`src/rtl/core/blce_pkg.sv`:
```
package blce_pkg;

   localparam int NUM_COMPONENTS = 3;
   localparam int COMP_IDX_W     = $clog2(NUM_COMPONENTS);

   localparam logic [2:0]  HOLDOFF_ITEMS = 3'd5;
   localparam logic [15:0] RISE_LIMIT    = 16'd204;
   localparam logic [23:0] VALUE_MAX     = 24'hFFFFFF;
   localparam logic signed [15:0] LIFE_MIN = 16'sh8000;

   // Reciprocal of five for 21-bit dividends: floor(x * M / 2^24) == floor(x / 5).
   localparam logic [21:0] DIV5_RECIP = 22'd3355444;

   localparam logic [13:0] TRI_PEAK     = 14'd1536;
   localparam logic [12:0] CENTRE_RED_A = 13'd0;
   localparam logic [12:0] CENTRE_RED_B = 13'd3072;
   localparam logic [12:0] CENTRE_GREEN = 13'd1024;
   localparam logic [12:0] CENTRE_BLUE  = 13'd2048;

   localparam logic [7:0] RED_MAX   = 8'd255;
   localparam logic [7:0] GREEN_MAX = 8'd63;
   localparam logic [7:0] BLUE_MAX  = 8'd23;

   localparam logic ACTION_LEVEL = 1'b0;
   localparam logic ACTION_TICK  = 1'b1;

   typedef struct packed {
      logic        action;
      logic [15:0] level;
   } req_payload_type;

   typedef struct packed {
      logic [7:0] red;
      logic [7:0] green;
      logic [7:0] blue;
   } rsp_payload_type;

   typedef logic [23:0] comp_value_type;

   // Division of a 24-bit value by forty: a shift by three, then a division by five.
   function automatic logic [18:0] div40(input logic [23:0] x);
      logic [43:0] prod;
      prod = 44'(x[23:3]) * 44'(DIV5_RECIP);
      return prod[42:24];
   endfunction

   function automatic logic [10:0] tri_level(input logic [10:0] p, input logic [12:0] c);
      logic [13:0] three_p;
      logic [13:0] two_c;
      logic [13:0] span;
      three_p = (14'(p) << 1) + 14'(p);
      two_c   = 14'(c) << 1;
      span    = (three_p >= two_c) ? (three_p - two_c) : (two_c - three_p);
      return (span >= TRI_PEAK) ? 11'd0 : 11'(TRI_PEAK - span);
   endfunction

   function automatic logic [7:0] scale_idle(input logic [10:0] t, input logic [7:0] maxv);
      logic [18:0] prod;
      logic [7:0]  q;
      prod = 19'(t) * 19'(maxv);
      q    = prod[18:11];
      if (q == 8'd0) begin
         q = 8'd1;
      end
      if (q > maxv) begin
         q = maxv;
      end
      return q;
   endfunction

   function automatic logic [7:0] scale_active(input logic [23:0] v);
      logic [31:0] prod;
      logic [11:0] q;
      prod = 32'(v) * 32'd255;
      q    = prod[31:20];
      if (q == 12'd0) begin
         return 8'd1;
      end else if (q > 12'd255) begin
         return 8'd255;
      end else begin
         return q[7:0];
      end
   endfunction

endpackage

```
`src/rtl/core/blce_color.sv`:
```
module blce_color
   import blce_pkg::*;
(
   input  logic            idle_mode,
   input  logic [10:0]     phase,
   input  comp_value_type  comp_value [NUM_COMPONENTS],
   output rsp_payload_type color
);

   logic [10:0] tri_red_a;
   logic [10:0] tri_red_b;
   logic [10:0] tri_red;
   logic [10:0] tri_green;
   logic [10:0] tri_blue;

   always_comb begin
      tri_red_a = tri_level(phase, CENTRE_RED_A);
      tri_red_b = tri_level(phase, CENTRE_RED_B);
      tri_red   = (tri_red_b > tri_red_a) ? tri_red_b : tri_red_a;
      tri_green = tri_level(phase, CENTRE_GREEN);
      tri_blue  = tri_level(phase, CENTRE_BLUE);
      if (idle_mode) begin
         color.red   = scale_idle(tri_red, RED_MAX);
         color.green = scale_idle(tri_green, GREEN_MAX);
         color.blue  = scale_idle(tri_blue, BLUE_MAX);
      end else begin
         color.red   = scale_active(comp_value[0]);
         color.green = scale_active(comp_value[1]);
         color.blue  = scale_active(comp_value[2]);
      end
   end

endmodule

```
`src/rtl/core/beat_light_color_engine_core.sv`:
```
// Beat light colour engine.
// The req channel carries one transaction per level sample (action level) or per
// render tick (action tick). Level transactions update the beat envelope and may
// load a colour component; they never produce a response. Tick transactions render
// one colour, either a rainbow (idle_mode set) or the decaying beat colours, and
// produce a response on the rsp channel only when the colour differs from the
// last one sent.
// csr_wr_en with csr_wr_data writes idle_mode; write it only while the block is idle.
// A transaction accepted into the input register is processed once it can advance; a tick
// that produces a response loads it into the result register, which drives rsp_valid.
// Throughput: one transaction per cycle while no stalled response waits, set by the
// single input register and the single result register.
// While rsp_stall holds a waiting response, nothing in the input register is
// processed, level or tick, so req_stall rises as soon as that register is full;
// both move on at the edge where the response is taken.
// Reset (synchronous, active high) clears all state, selects idle mode and empties
// both registers; the first tick after reset always produces a response.
module beat_light_color_engine_core
   import blce_pkg::*;
(
   input  logic            clock,
   input  logic            reset,
   input  logic            req_valid,
   output logic            req_stall,
   input  req_payload_type req_payload,
   output logic            rsp_valid,
   input  logic            rsp_stall,
   output rsp_payload_type rsp_payload,
   input  logic            csr_wr_en,
   input  logic            csr_wr_data
);

   logic            idle_mode_ff;
   logic            in_valid_ff, in_valid_in;
   req_payload_type in_payload_ff;
   logic            out_valid_ff, out_valid_in;
   rsp_payload_type out_payload_ff;

   logic [15:0]       prev_level_ff, prev_level_in;
   logic [23:0]       env_ff, env_in;
   logic [23:0]       env_step_ff, env_step_in;
   logic [2:0]        holdoff_ff, holdoff_in;
   comp_value_type    comp_value_ff [NUM_COMPONENTS];
   comp_value_type    comp_value_in [NUM_COMPONENTS];
   logic [23:0]       comp_step_ff [NUM_COMPONENTS];
   logic [23:0]       comp_step_in [NUM_COMPONENTS];
   logic signed [15:0] comp_life_ff [NUM_COMPONENTS];
   logic signed [15:0] comp_life_in [NUM_COMPONENTS];
   logic [10:0]       phase_ff, phase_in;
   rsp_payload_type   last_color_ff, last_color_in;
   logic              color_sent_ff, color_sent_in;

   logic            req_accept;
   logic            advance;
   logic            is_tick;
   logic            trigger;
   logic [15:0]     diff;
   logic [23:0]     level20;
   logic [22:0]     life_prod;
   logic [23:0]     new_value;
   logic [COMP_IDX_W-1:0] pick;
   logic [23:0]     env_t;
   logic [23:0]     step_t;
   logic            emit;
   rsp_payload_type color;

   blce_color u_color (
      .idle_mode  (idle_mode_ff),
      .phase      (phase_ff),
      .comp_value (comp_value_ff),
      .color      (color)
   );

   assign advance    = in_valid_ff && (!out_valid_ff || !rsp_stall);
   assign req_stall  = in_valid_ff && !advance;
   assign req_accept = req_valid && !req_stall;
   assign rsp_valid  = out_valid_ff;
   assign rsp_payload = out_payload_ff;

   assign is_tick = (in_payload_ff.action == ACTION_TICK);
   assign diff    = in_payload_ff.level - prev_level_ff;
   assign level20 = {in_payload_ff.level, 8'd0};
   assign trigger = !is_tick && (in_payload_ff.level > prev_level_ff) && (diff > RISE_LIMIT)
                    && (level20 > env_ff) && (holdoff_ff == 3'd0);
   assign emit    = advance && is_tick && (!color_sent_ff || (color != last_color_ff));

   always_comb begin
      life_prod = 23'(diff) * 23'd100;
      new_value = (diff[15:14] != 2'd0) ? VALUE_MAX : {diff[13:0], 10'd0};

      // Least-alive component wins; the lowest index wins a tie.
      pick = '0;
      for (int k = 1; k < NUM_COMPONENTS; k++) begin
         if (comp_life_ff[k] < comp_life_ff[pick]) begin
            pick = COMP_IDX_W'(k);
         end
      end

      prev_level_in = prev_level_ff;
      env_in        = env_ff;
      env_step_in   = env_step_ff;
      holdoff_in    = holdoff_ff;
      phase_in      = phase_ff;
      last_color_in = last_color_ff;
      color_sent_in = color_sent_ff;
      comp_value_in = comp_value_ff;
      comp_step_in  = comp_step_ff;
      comp_life_in  = comp_life_ff;
      env_t         = trigger ? level20 : env_ff;
      step_t        = trigger ? 24'(div40(level20)) : env_step_ff;

      if (advance && !is_tick) begin
         if (trigger) begin
            holdoff_in          = HOLDOFF_ITEMS - 3'd1;
            comp_life_in[pick]  = 16'(life_prod[22:12]);
            comp_value_in[pick] = new_value;
            comp_step_in[pick]  = 24'(div40(new_value));
         end else if (holdoff_ff != 3'd0) begin
            holdoff_in = holdoff_ff - 3'd1;
         end
         if (step_t > env_t) begin
            env_in      = '0;
            env_step_in = '0;
         end else begin
            env_in      = env_t - step_t;
            env_step_in = step_t;
         end
         prev_level_in = in_payload_ff.level;
      end else if (advance && is_tick) begin
         if (idle_mode_ff) begin
            phase_in = phase_ff + 11'd1;
         end else begin
            for (int k = 0; k < NUM_COMPONENTS; k++) begin
               if (comp_life_ff[k] != LIFE_MIN) begin
                  comp_life_in[k] = comp_life_ff[k] - 16'sd1;
               end
               if (comp_step_ff[k] > comp_value_ff[k]) begin
                  comp_value_in[k] = '0;
                  comp_step_in[k]  = '0;
               end else begin
                  comp_value_in[k] = comp_value_ff[k] - comp_step_ff[k];
               end
            end
         end
         if (emit) begin
            last_color_in = color;
            color_sent_in = 1'b1;
         end
      end
   end

   always_comb begin
      if (req_accept) begin
         in_valid_in = 1'b1;
      end else if (advance) begin
         in_valid_in = 1'b0;
      end else begin
         in_valid_in = in_valid_ff;
      end
      if (emit) begin
         out_valid_in = 1'b1;
      end else if (!rsp_stall) begin
         out_valid_in = 1'b0;
      end else begin
         out_valid_in = out_valid_ff;
      end
   end

   always_ff @(posedge clock) begin
      if (reset) begin
         idle_mode_ff  <= 1'b1;
         in_valid_ff   <= 1'b0;
         out_valid_ff  <= 1'b0;
         prev_level_ff <= '0;
         env_ff        <= '0;
         env_step_ff   <= '0;
         holdoff_ff    <= '0;
         phase_ff      <= '0;
         last_color_ff <= '0;
         color_sent_ff <= 1'b0;
         for (int k = 0; k < NUM_COMPONENTS; k++) begin
            comp_value_ff[k] <= '0;
            comp_step_ff[k]  <= '0;
            comp_life_ff[k]  <= '0;
         end
      end else begin
         if (csr_wr_en) begin
            idle_mode_ff <= csr_wr_data;
         end
         in_valid_ff   <= in_valid_in;
         out_valid_ff  <= out_valid_in;
         prev_level_ff <= prev_level_in;
         env_ff        <= env_in;
         env_step_ff   <= env_step_in;
         holdoff_ff    <= holdoff_in;
         phase_ff      <= phase_in;
         last_color_ff <= last_color_in;
         color_sent_ff <= color_sent_in;
         comp_value_ff <= comp_value_in;
         comp_step_ff  <= comp_step_in;
         comp_life_ff  <= comp_life_in;
      end
   end

   always_ff @(posedge clock) begin
      if (req_accept) begin
         in_payload_ff <= req_payload;
      end
      if (emit) begin
         out_payload_ff <= color;
      end
   end

   // A response that is waiting on a stalled receiver must block further processing.
   assert property (@(posedge clock) disable iff (reset)
      (out_valid_ff && rsp_stall) |-> !advance)
      else $error("transaction processed while a stalled response waits");

   // The colour just sent becomes the reference for suppressing repeats.
   assert property (@(posedge clock) disable iff (reset)
      emit |=> (rsp_valid && color_sent_ff && (last_color_ff == rsp_payload)))
      else $error("sent colour and last colour disagree");

   // Level transactions never produce a response.
   assert property (@(posedge clock) disable iff (reset)
      (advance && !is_tick) |-> !emit)
      else $error("level transaction produced a response");

   // A beat trigger starts the hold-off, already counted down by one.
   assert property (@(posedge clock) disable iff (reset)
      (advance && trigger) |=> (holdoff_ff == HOLDOFF_ITEMS - 3'd1))
      else $error("hold-off not started by trigger");

endmodule

```
`config.mk`:
```
export PLATFORM = sky130hd
export DESIGN_NAME = beat_light_color_engine_core
export DESIGN_NICKNAME = d
export VERILOG_FILES = /design/src/rtl/core/blce_pkg.sv /design/src/rtl/core/blce_color.sv /design/src/rtl/core/beat_light_color_engine_core.sv
export SDC_FILE = /design/constraint.sdc
export NUM_CORES = 2
export LEC_CHECK = 0
export ABC_AREA = 1
export BUFFER_PORTS_ARGS = -buffer_cell sky130_fd_sc_hd__buf_2
export CAP_MARGIN = 20
export CORE_UTILIZATION = 40
export CTS_BUF_LIST = sky130_fd_sc_hd__clkbuf_2 sky130_fd_sc_hd__clkbuf_4 sky130_fd_sc_hd__clkbuf_8
export CTS_CLUSTER_SIZE = 16
export DETAILED_ROUTE_END_ITERATION = 10
export MAX_ROUTING_LAYER = met4
export PLACE_DENSITY = 0.58
export SLEW_MARGIN = 0
export SYNTH_ARGS = -nofsm -noshare
export SYNTH_HDL_FRONTEND = slang
export SYNTH_SLANG_ARGS = --single-unit
```
`constraint.sdc`:
```
create_clock -name clock -period 12.92 [get_ports clock]
set_clock_uncertainty 0.2 [all_clocks]
set_input_delay 0.646 -clock clock [delete_from_list [all_inputs] [get_ports clock]]
set_output_delay 0.646 -clock clock [all_outputs]
set_load 0.01 [all_outputs]
```
==> impl_metrics.py <==
metrics = {
    "place": {
        "place_congestion": 0.922,
        "io_buffers": 48,
        "postPlaceCellArea_um2": 56400,
        "dp_hpwl_mm": 122,
        "place_ws_ns": 1.54,
    },
    "synth": {
        "async_flop_share_pct": 0,
        "yosys_most_used_dff": "dfxtp_1",
        "syn_area_um2": 54400,
        "ys_ff_latch": 324,
        "netlist_instances": 7357,
        "ys_warn_count": 0,
        "syn_avg_cell_area_um2": 7.40,
        "synth_edf_count": 41,
        "synth.distinct_cells": 69,
        "ys_seq_area_share_pct": 12.7,
    },
    "worst_setup_path": {
        "end_kind": "flip-flop",
        "r2r_start": "phase_ff[0]",
        "r2r_cells": 64,
        "cpMostUsedCell": "nand2_1",
        "crit_type": "reg -> reg",
        "cp_max_fo": 33,
        "path_delay_family": "simple AND/OR/NAND/NOR gates",
        "cpPeakStageDelay_ns": 0.55,
        "crit_slowest_cell": "fa_1",
        "r2r_end": "rsp_payload[13]",
        "rrSetupSlack_ns": 1.50,
        "cp.arrival_ns": 11.65,
        "startpoint_type": "flip-flop",
        "path_buf_inv": 12,
        "worstPathRequired_ns": 13.15,
    },
    "sta": {
        "slew_viol_final": 0,
        "fin_crit_sh_pct": 88.4,
        "worstMarginPinSlew_ns": 1.01,
        "rsz0062_at_grt": "no",
        "timing.fmax_ghz": 0.0876,
        "max_slew_margin_pct": 31.6,
        "finalHoldViolCount": 0,
        "setup_viol": 0,
        "period_needed_ns": 11.42,
        "finalSetupTns_ns": 0,
        "setup_ws_ns": 1.50,
    },
    "route": {
        "drc_errors": 0,
        "dr_total_vias": 46000,
        "wirelength_mm": 147,
        "viasPerCell": 4.99,
        "wire_per_inst_um": 15.9,
        "drt_iter0_drc": 2782,
        "drtAntennaViolNets": 0,
        "drtPass1Iterations": 6,
    },
    "floorplanning": {
        "die_h_um": 371,
        "start_util_pct": 40.2,
        "die-area_um2": 138000,
        "ioPinCount": 49,
        "die_w_um": 371,
        "std_cell_rows": 135,
        "core_region_area_um2": 135000,
    },
    "global_route": {
        "grt_use_total_pct": 22.7,
        "grt-ovfl-total": 0,
        "grt_pass1_wl_mm": 244,
        "antenna_found_initial": 1,
        "first_global_vias": 46500,
        "grt_max_degree": 81,
    },
    "final_layout": {
        "synthToLayoutAreaGrowth_pct": 6.86,
        "layout_common_cells": "1,550 x nand2_1, 1,424 x inv_1, 778 x ha_1",
        "utilization_pct": 43.0,
        "final_area_um2": 58200,
        "register_area_um2": 6900,
        "final_common_cell": "nand2_1",
        "fillers": 13900,
        "nNetsFinal": 8797,
        "drive_gt1_share_pct": 5.07,
        "multi_input_area_um2": 41400,
    },
    "min_path": {
        "holdPathEnd": "phase_ff[8]",
        "hold_class": "in -> reg",
        "whs_path_depth": 2,
        "holdCritStartpoint": "reset",
    },
    "clocking": {
        "cts_tree": "yes",
        "insertion_delay_ns": 0.77,
        "cts_buffers": 71,
        "clk_pin_slew_ns": 0.05,
        "clockBufferDepth": 3,
        "cts-root-buf": "clkbuf_8",
        "htreeDepth": 3,
        "clock-sinks": 324,
    },
    "run_status": {
        "run_status": "finished clean",
    },
    "flow_run": {
        "cap_viol_max_count": 0,
    },
}
kinds of logic after synthesis:
kind of cell	synth area share (%)
buffers and inverters	11.3
AOI/OAI and AO/OA	9.89
DFF	12.7
and+or+nand+nor	22.5
other	0.0138
adders and majority gates	40.3
muxes	0.0368
xor gates and xnor gates	3.23
synthesized netlist by cell type (all sizes together), types with 4 or more instances:
master	number	area, µm²
nand2	1576	6020
inv	1453	5460
ha	778	9730
nor2	662	2570
fa	609	12200
a21oi	508	2560
nand3	311	1650
o21ai	303	1560
dfxtp	283	5670
xor2	125	1150
nand4	120	751
clkbuf	87	327
nor3	72	460
xnor2	70	613
buf	60	372
or2	43	269
edfxtp	41	1230
o21bai	37	278
nor4	34	231
nand3b	26	199
a21o	22	165
o22ai	22	138
o21a	20	150
a31oi	18	113
a21boi	14	105
and2	9	58.8
o221ai	9	78.8
nor3b	7	57.6
a211oi	6	45.0
o211ai	5	37.5
a221oi	4	35.0
a22oi	4	30.0
o31ai	4	30.0
final cells by class:
| class | instances | area share (%) |
|---|---|---|
| Inverter | 1456 | 9.41 |
| Tap cell | 1781 | 3.83 |
| Multi-Input combinational cell | 5439 | 71.2 |
| Sequential cell | 324 | 11.9 |
| Timing Repair Buffer | 95 | 1.18 |
| Clock inverter | 17 | 0.297 |
| Antenna cell | 2 | 0.00860 |
| Clock buffer | 106 | 2.23 |
metrics by stage:
step / cells / hold WS (ns)
4_1_cts: 9213 / 0.0255
3_3_place_gp: 9071 / 0.234
5_1_grt: 9219 / 0.0761
3_5_place_dp: 9071 / 0.237
6_report: 9220 / 0.0958
2_1_floorplan: 7366 / 0.225
how the worst max path moves through the flow:
stage,from,to,cells after the start
after floorplan,phase_ff[1],rsp_payload[0],69
after global placement,phase_ff[0],last_color_ff[3],67
after detailed placement,phase_ff[0],last_color_ff[3],66
after CTS,phase_ff[0],rsp_payload[17],64
after global routing,phase_ff[0],last_color_ff[1],65
final,phase_ff[0],rsp_payload[13],64
metal layers:
layer	up-vias	share of wire, %	global-route usage, %
met3	169	4.1	2.59
li1	23300	-	-
met5	-	0	-
met2	791	46	36.9
met4	0	2.2	5.48
met1	21700	48	30.0
registers in the layout, summed over array words and instances (netlist names):
register	cells
rsp_valid	1
in_payload_ff	16
comp_value_ff	72
comp_life_ff	48
rsp_payload	24
prev_level_ff	16
env_step_ff	24
in_valid_ff	1
last_color_ff	24
holdoff_ff	3
phase_ff	11
idle_mode_ff	1
is_tick	1
env_ff	24
color_sent_ff	1
comp_step_ff	57
what timing repair did:
item                                    4_1_cts  5_1_grt
hold buffers                                 19        0
endpoints found under the setup margin        0        0
gates resized for setup                       0        0
buffers inserted                              0        0
hold endpoints to repair                     18        0
Power is not shown: default switching activity piles up to over one toggle a cycle in this logic, so the estimate is an artifact.
